===== src/fbpa_pkg.sv =====
`timescale 1ns / 1ps

package fbpa_pkg;

  localparam int AddrW   = 32;
  localparam int SizeW   = 32;
  localparam int BsizeW  = 16;
  localparam int StatusW = 3;
  localparam int IdxW    = 8;
  localparam int StrideW = BsizeW + 1;

  // shift-add steps for index times stride, one quotient bit per divide step
  localparam int MulSteps = IdxW;
  localparam int DivSteps = AddrW;

  localparam logic [AddrW-1:0]  BaseReset  = 32'd0;
  localparam logic [BsizeW-1:0] BsizeReset = 16'd128;

  localparam logic CFG_BASE_ADDRESS = 1'b0;
  localparam logic CFG_BLOCK_SIZE   = 1'b1;

  localparam logic ACT_ALLOC = 1'b0;
  localparam logic ACT_FREE  = 1'b1;

  typedef enum logic [StatusW-1:0] {
    ST_OK         = 3'd0,
    ST_ZERO_SIZE  = 3'd1,
    ST_TOO_BIG    = 3'd2,
    ST_POOL_EMPTY = 3'd3,
    ST_BAD_INDEX  = 3'd4,
    ST_FULL_NULL  = 3'd5
  } status_e;

  typedef enum logic [2:0] {
    S_IDLE,
    S_READ,
    S_MUL,
    S_DIV,
    S_DONE
  } state_e;

endpackage


===== src/fbpa_ram.sv =====
`timescale 1ns / 1ps

module fbpa_ram #(
  parameter int Width = 8,
  parameter int Depth = 16,
  localparam int AddrW = (Depth > 1) ? $clog2(Depth) : 1
) (
  input  logic             clk_i,
  input  logic             we_i,
  input  logic [AddrW-1:0] waddr_i,
  input  logic [Width-1:0] wdata_i,
  input  logic [AddrW-1:0] raddr_i,
  output logic [Width-1:0] rdata_o
);

  logic [Width-1:0] mem_q [Depth];
  logic [Width-1:0] rdata_q;

  always_ff @(posedge clk_i) begin
    if (we_i) begin
      mem_q[waddr_i] <= wdata_i;
    end
    rdata_q <= mem_q[raddr_i];
  end

  assign rdata_o = rdata_q;

endmodule


===== src/fixed_block_pool_allocator.sv =====
`timescale 1ns / 1ps

// channel  direction  handshake                  payload
// in       to block   in_valid_i / in_stall_o    action_i, request_size_i, block_address_i
// out      from block out_valid_o / out_stall_i  granted_address_o, status_o
// cfg      to block   cfg_we_i                   cfg_idx_i, cfg_wdata_i
//
// zero size, too big, empty, null or full free: straight to result; bad index after the read
// an allocate: stack read, 8 shift-add steps of index times stride, result
// a free: one quotient bit per cycle of the 32-bit divide, then result
// asynchronous active-low reset; the stack then reads as entry i holding i, no clearing pass
// a new transfer is taken once the previous item has moved to the output register,
// even while out_stall_i holds that result

module fixed_block_pool_allocator #(
  parameter int BLOCKS   = 16,
  parameter int RED_ZONE = 32
) (
  input  logic                           clk_i,
  input  logic                           rst_ni,
  input  logic                           cfg_we_i,
  input  logic                           cfg_idx_i,
  input  logic [fbpa_pkg::AddrW-1:0]     cfg_wdata_i,
  input  logic                           in_valid_i,
  output logic                           in_stall_o,
  input  logic                           action_i,
  input  logic [fbpa_pkg::SizeW-1:0]     request_size_i,
  input  logic [fbpa_pkg::AddrW-1:0]     block_address_i,
  output logic                           out_valid_o,
  input  logic                           out_stall_i,
  output logic [fbpa_pkg::AddrW-1:0]     granted_address_o,
  output logic [fbpa_pkg::StatusW-1:0]   status_o
);

  localparam int AW   = (BLOCKS > 1) ? $clog2(BLOCKS) : 1;
  localparam int CW   = $clog2(BLOCKS + 1);
  localparam int IW   = fbpa_pkg::IdxW;
  localparam int SW   = fbpa_pkg::StrideW;
  localparam int PW   = IW + SW;
  localparam int DW   = fbpa_pkg::AddrW;
  localparam int CntW = $clog2(fbpa_pkg::DivSteps);

  fbpa_pkg::state_e  state_q, state_d;
  fbpa_pkg::status_e status_q, status_d;
  fbpa_pkg::status_e out_status_q, out_status_d;

  logic [DW-1:0]               base_q, base_d;
  logic [fbpa_pkg::BsizeW-1:0] bsize_q, bsize_d;
  logic [CW-1:0]               count_q, count_d;
  logic [BLOCKS-1:0]           vld_q, vld_d;
  logic [CntW-1:0]             cnt_q, cnt_d;
  logic [DW-1:0]               quo_q, quo_d;
  logic [SW-1:0]               rem_q, rem_d;
  logic [IW-1:0]               mpl_q, mpl_d;
  logic [PW-1:0]               mcd_q, mcd_d;
  logic [PW-1:0]               acc_q, acc_d;
  logic                        grant_q, grant_d;
  logic [AW-1:0]               rd_addr_q, rd_addr_d;
  logic                        out_valid_q, out_valid_d;
  logic [DW-1:0]               out_addr_q, out_addr_d;

  logic [SW-1:0] stride;
  logic [SW:0]   trial;
  logic [SW:0]   diff;
  logic          q_bit;
  logic [IW-1:0] rd_idx;
  logic          in_xfer;
  logic          out_load;

  logic          ram_we;
  logic [AW-1:0] ram_waddr;
  logic [IW-1:0] ram_wdata;
  logic [AW-1:0] ram_raddr;
  logic [IW-1:0] ram_rdata;

  fbpa_ram #(
    .Width (IW),
    .Depth (BLOCKS)
  ) u_stack (
    .clk_i   (clk_i),
    .we_i    (ram_we),
    .waddr_i (ram_waddr),
    .wdata_i (ram_wdata),
    .raddr_i (ram_raddr),
    .rdata_o (ram_rdata)
  );

  assign stride = SW'(bsize_q) + SW'(RED_ZONE);

  // restoring divide step; a zero stride yields all-ones quotient bits
  assign trial = {rem_q, quo_q[DW-1]};
  assign diff  = trial - {1'b0, stride};
  assign q_bit = (trial >= {1'b0, stride});

  // an entry never written since reset holds its own index
  assign rd_idx = vld_q[rd_addr_q] ? ram_rdata : IW'(rd_addr_q);

  assign in_stall_o = (state_q != fbpa_pkg::S_IDLE);
  assign in_xfer    = in_valid_i && !in_stall_o;
  assign out_load   = !out_valid_q || !out_stall_i;
  assign ram_raddr  = AW'(count_q - CW'(1));

  always_comb begin
    base_d  = base_q;
    bsize_d = bsize_q;
    if (cfg_we_i) begin
      unique case (cfg_idx_i)
        fbpa_pkg::CFG_BASE_ADDRESS: base_d  = cfg_wdata_i;
        fbpa_pkg::CFG_BLOCK_SIZE:   bsize_d = cfg_wdata_i[fbpa_pkg::BsizeW-1:0];
        default:                    base_d  = base_q;
      endcase
    end
  end

  always_comb begin
    state_d      = state_q;
    status_d     = status_q;
    count_d      = count_q;
    vld_d        = vld_q;
    cnt_d        = cnt_q;
    quo_d        = quo_q;
    rem_d        = rem_q;
    mpl_d        = mpl_q;
    mcd_d        = mcd_q;
    acc_d        = acc_q;
    grant_d      = grant_q;
    rd_addr_d    = rd_addr_q;
    out_valid_d  = out_valid_q && out_stall_i;
    out_addr_d   = out_addr_q;
    out_status_d = out_status_q;
    ram_we       = 1'b0;
    ram_waddr    = count_q[AW-1:0];
    ram_wdata    = {quo_q[IW-2:0], q_bit};

    unique case (state_q)
      fbpa_pkg::S_IDLE: begin
        if (in_xfer) begin
          grant_d = 1'b0;
          state_d = fbpa_pkg::S_DONE;
          if (action_i == fbpa_pkg::ACT_ALLOC) begin
            priority if (request_size_i == '0) begin
              status_d = fbpa_pkg::ST_ZERO_SIZE;
            end else if (request_size_i > fbpa_pkg::SizeW'(bsize_q)) begin
              status_d = fbpa_pkg::ST_TOO_BIG;
            end else if (count_q == '0) begin
              status_d = fbpa_pkg::ST_POOL_EMPTY;
            end else begin
              count_d   = count_q - CW'(1);
              rd_addr_d = ram_raddr;
              state_d   = fbpa_pkg::S_READ;
            end
          end else begin
            priority if (block_address_i == '0) begin
              status_d = fbpa_pkg::ST_FULL_NULL;
            end else if (count_q == CW'(BLOCKS)) begin
              status_d = fbpa_pkg::ST_FULL_NULL;
            end else begin
              quo_d   = block_address_i - base_q;
              rem_d   = '0;
              cnt_d   = '0;
              state_d = fbpa_pkg::S_DIV;
            end
          end
        end
      end

      fbpa_pkg::S_READ: begin
        if ({1'b0, rd_idx} >= (IW + 1)'(BLOCKS)) begin
          status_d = fbpa_pkg::ST_BAD_INDEX;
          state_d  = fbpa_pkg::S_DONE;
        end else begin
          mpl_d   = rd_idx;
          mcd_d   = PW'(stride);
          acc_d   = '0;
          cnt_d   = '0;
          state_d = fbpa_pkg::S_MUL;
        end
      end

      fbpa_pkg::S_MUL: begin
        acc_d = acc_q + (mpl_q[0] ? mcd_q : '0);
        mpl_d = mpl_q >> 1;
        mcd_d = mcd_q << 1;
        cnt_d = cnt_q + CntW'(1);
        if (cnt_q == CntW'(fbpa_pkg::MulSteps - 1)) begin
          grant_d  = 1'b1;
          status_d = fbpa_pkg::ST_OK;
          state_d  = fbpa_pkg::S_DONE;
        end
      end

      fbpa_pkg::S_DIV: begin
        rem_d = q_bit ? diff[SW-1:0] : trial[SW-1:0];
        quo_d = {quo_q[DW-2:0], q_bit};
        cnt_d = cnt_q + CntW'(1);
        if (cnt_q == CntW'(fbpa_pkg::DivSteps - 1)) begin
          // push the low quotient bits onto the stack
          ram_we                      = 1'b1;
          vld_d[count_q[AW-1:0]]      = 1'b1;
          count_d                     = count_q + CW'(1);
          status_d                    = fbpa_pkg::ST_OK;
          state_d                     = fbpa_pkg::S_DONE;
        end
      end

      fbpa_pkg::S_DONE: begin
        if (out_load) begin
          out_valid_d  = 1'b1;
          out_addr_d   = grant_q ? (base_q + DW'(acc_q)) : '0;
          out_status_d = status_q;
          state_d      = fbpa_pkg::S_IDLE;
        end
      end

      default: state_d = fbpa_pkg::S_IDLE;
    endcase
  end

  always_ff @(posedge clk_i or negedge rst_ni) begin
    if (!rst_ni) begin
      state_q     <= fbpa_pkg::S_IDLE;
      base_q      <= fbpa_pkg::BaseReset;
      bsize_q     <= fbpa_pkg::BsizeReset;
      count_q     <= CW'(BLOCKS);
      vld_q       <= '0;
      out_valid_q <= 1'b0;
    end else begin
      state_q     <= state_d;
      base_q      <= base_d;
      bsize_q     <= bsize_d;
      count_q     <= count_d;
      vld_q       <= vld_d;
      out_valid_q <= out_valid_d;
    end
  end

  always_ff @(posedge clk_i) begin
    status_q     <= status_d;
    cnt_q        <= cnt_d;
    quo_q        <= quo_d;
    rem_q        <= rem_d;
    mpl_q        <= mpl_d;
    mcd_q        <= mcd_d;
    acc_q        <= acc_d;
    grant_q      <= grant_d;
    rd_addr_q    <= rd_addr_d;
    out_addr_q   <= out_addr_d;
    out_status_q <= out_status_d;
  end

  assign out_valid_o       = out_valid_q;
  assign granted_address_o = out_addr_q;
  assign status_o          = out_status_q;

endmodule


===== config.mk =====
export PLATFORM = sky130hd
export DESIGN_NAME = fixed_block_pool_allocator
export DESIGN_NICKNAME = d
export VERILOG_FILES = /design/src/fbpa_pkg.sv /design/src/fbpa_ram.sv /design/src/fixed_block_pool_allocator.sv
export SDC_FILE = /design/constraint.sdc
export NUM_CORES = 1
export LEC_CHECK = 0
export BUFFER_PORTS_ARGS = -buffer_cell sky130_fd_sc_hd__buf_4
export CAP_MARGIN = 5
export CORE_AREA = 3 3 236 238
export CTS_CLUSTER_DIAMETER = 30
export DETAILED_ROUTE_END_ITERATION = 10
export DIE_AREA = 0 0 239 241
export PLACE_DENSITY_LB_ADDON = 0.15
export SLEW_MARGIN = 10
export SYNTH_ARGS = -nofsm -noshare
export SYNTH_HDL_FRONTEND = slang
export SYNTH_SLANG_ARGS = --single-unit

===== constraint.sdc =====
create_clock -name clk_i -period 10.8 [get_ports clk_i]
set_clock_uncertainty 0.2 [all_clocks]
set_input_delay 2.16 -clock clk_i [delete_from_list [all_inputs] [get_ports clk_i]]
set_output_delay 2.16 -clock clk_i [all_outputs]
set_load 0.05 [all_outputs]

==> out/qor.txt <==
Status -> finished, final reports clean
Int Power -> 4740 µW
Reg2Reg Setup Slack -> 6.41 ns
Largest net degree at the start of global routing -> 63
Max Clk Rate -> 206 MHz
HPWL Detailed -> 37.7 mm
TritonCTS clock tree -> built
Critical path endpoint category -> flop
Insertion delay to the later sink of the worst-skew pair -> 0.65 ns
Hold WS -> 0.217 ns
Area grow syn2layout -> 26.5%
PnR worst setup slack -> 5.95 ns
Global Route Usage Sum -> 0.187
Worst min path class -> flop to flop
Nets -> 2133
CTS Sinks -> 364
Cell count after synthesis -> 1708
RSZ-0062 raised after global routing -> false
Number of flops mapped to enable cells by yosys -> 283
Ant diodes -> 0
WL final -> 53.7 mm
Core box area -> 53800 µm²
Slew Limit Headroom -> 0.174
Crit Path Max Fanout -> 4
Clock Path Buffers -> 3
Setup crit start kind -> input port
Iteration-0 DRC Markers -> 906
DR pass1 iterations -> 5
Max-slew violation count -> 0
Tightest Pin Transition -> 1.24 ns
Distinct cell type count of the synthesized netlist -> 91
Origin of the critical flop-to-flop path -> bsize_q[5]
Clock power share -> 0.413
Ports -> 140
Worst EP arrival -> 5.02 ns
Dpl ws -> 5.39 ns
Logic pwr share -> 0.290
Port buffer count -> 139
Hold Path End -> status_o[2]
Resized Gates After CTS -> 0
Sequential Power Share -> 0.297
Final Cycle Share -> 0.450
Most common cell after layout, fill and taps aside -> edfxtp_1
Gr ovfl total -> 0
Chip height -> 241 µm
Antenna violations before repair -> 1
Via Count -> 14200
Worst hold path depth -> 0
Peak supply drop -> 0.000140 V
Critical path class -> input port to flop
Final setup vio count -> 0
GP Congestion -> 0.869
Vias/cell -> 5.29
Ys async rst share -> 0.201
DIE AREA -> 57600 µm²
Lkg Pwr -> 0.00997 µW
Cts bufs inserted -> 96
#FFs+latches synth -> 364
Synth Net Count -> 1935
Vias in the first global route -> 14100
Post-Syn Area per Cell -> 11.6 µm²
Top_reg_cell synth -> edfxtp_1
Post-CTS setup buffers -> 0
Clock root buffer -> clkbuf_16
Chip width -> 239 µm
Initial cell density of the core -> 0.369
Critical Path RT -> 10.97 ns
Min-delay src -> status_q[2]
Number of nets with antenna violations after routing -> 0
R2R depth -> 16
P_sw -> 2320 µW
# hold bufs at CTS -> 0
Reg2reg end -> rem_q[14]
Clock transition at path regs -> 0.04 ns
Final min period -> 4.85 ns
Final Hold Fails -> 0
H-tree Lvls -> 3
Sum Neg Setup Slack -> 0 ns
Switching share of total power -> 0.329
Mapped Area -> 19800 µm²
WL/cell -> 20.0 µm
Seq/Total Area, Yosys -> 0.529
First-pass GRT wire length -> 82.3 mm
Share of layout cells above drive strength 1 -> 0.220
Core Util, Final -> 0.466
Max-cap violations -> 0
Fillcell total -> 4916
FP Rows -> 85
Most frequent cells in the layout -> edfxtp_1, buf_4, nor2_1, nand2_1, a21oi_1
DR DRC count -> 0
Syn. warnings -> 0
Pwr Density -> 281 nW/µm²
==> state kept, by name, indices dropped and copies added (netlist names), 4 cells and up <==
register	count
acc_q	25
rd_addr_q	4
vld_q	16
granted_address_o	32
quo_q	32
u_stack.mem_q	128
mpl_q	8
mcd_q	25
rem_q	17
u_stack.rdata_o	8
bsize_q	16
base_q	32
count_q	5
cnt_q	5
==> metal layers <==
layer	routed length, µm	vias to the layer above	global-route usage	share of wire
met4	1330	0	0.0651	0.025
met2	24700	374	0.295	0.46
met3	2920	79	0.0367	0.054
li1	-	6788	-	-
met5	0	-	0	0
met1	24700	6946	0.258	0.46
==> worst max-delay path: stages <==
cell and delay (ns):
buf_4 0.08, inv_1 0.03, ha_1 0.20, fa_1 0.41, nor2b_1 0.19, o31ai_2 0.13, a21oi_1 0.51, a311oi_2 0.20
a31o_2 0.29, o21ai_1 0.28, a211oi_2 0.13, xnor2_1 0.13, mux2_2 0.26
==> stage by stage <==
step	power (µW)	area (µm²)	std cells
3_5_place_dp	4160	21700	2504
2_1_floorplan	3600	19800	1708
4_1_cts	7120	25100	2683
6_report	7060	25100	2683
3_3_place_gp	4130	21700	2504
5_1_grt	7450	25100	2683
==> cell usage after synthesis, types with 7 or more instances <==
cell	n	area share
or3_1	11	0.0035
nor2_1	152	0.029
ha_1	120	0.076
xnor2_1	56	0.025
a21o_1	34	0.013
nand3_1	32	0.0081
or2_2	18	0.0057
xor2_1	29	0.013
a31oi_1	10	0.0032
a211oi_1	15	0.0057
nor4_1	23	0.0073
and3_1	15	0.0047
o211ai_1	12	0.0045
mux2i_1	8	0.0040
o31ai_1	7	0.0026
nand2b_1	21	0.0066
nor2b_1	14	0.0044
nand4_1	17	0.0054
a21oi_1	121	0.031
o21ai_1	16	0.0040
inv_1	95	0.018
edfxtp_1	283	0.43
o21a_1	11	0.0042
o21ai_0	91	0.023
mux2_2	24	0.014
dfrtp_1	71	0.090
clkbuf_1	42	0.0079
dfxtp_1	8	0.0081
o21bai_1	12	0.0045
nor3_1	29	0.0073
mux4_2	44	0.050
nand2_1	123	0.023
and2_1	42	0.013
==> power by group through the flow <==
stage | Combinational, µW | Sequential, µW | Clock (µW)
2_1_floorplan | 1380 | 2220 | 0
3_3_place_gp | 2020 | 2110 | 0
3_5_place_dp | 2040 | 2120 | 0
4_1_cts | 2060 | 2100 | 2960
5_1_grt | 2280 | 2130 | 3050
6_report | 2050 | 2090 | 2910
==> area by class of cell <==
cell class,count,area [µm²],area share
inverters,96,360,0.0144
multi-input cells,1194,8830,0.352
clock inverters,55,752,0.0300
clock buffers,124,2630,0.105
well taps,696,871,0.0347
repair buffers,154,1160,0.0461
flip-flops and latches,364,10500,0.418
==> how the worst max path moves through the flow <==
stage	start	cells past startpoint	end	slack (ns)
floorplan	block_address_i[28]	4	quo_q[0]	5.22
global placement	block_address_i[0]	13	quo_q[28]	5.47
detailed placement	block_address_i[0]	13	quo_q[28]	5.39
CTS	block_address_i[0]	13	quo_q[28]	6.07
global route	block_address_i[0]	13	quo_q[28]	5.79
finish	block_address_i[0]	13	quo_q[28]	5.95
==> cells by family after synthesis <==
family,after synthesis,share of synthesized area
simple gates,518,0.127
compound gates,391,0.129
flops,364,0.529
buf+inv,150,0.0297
fa+ha+maj,124,0.0797
xor+xnor,85,0.0375
mux,76,0.0676
Note: power is estimated with default switching activity, not from simulation.
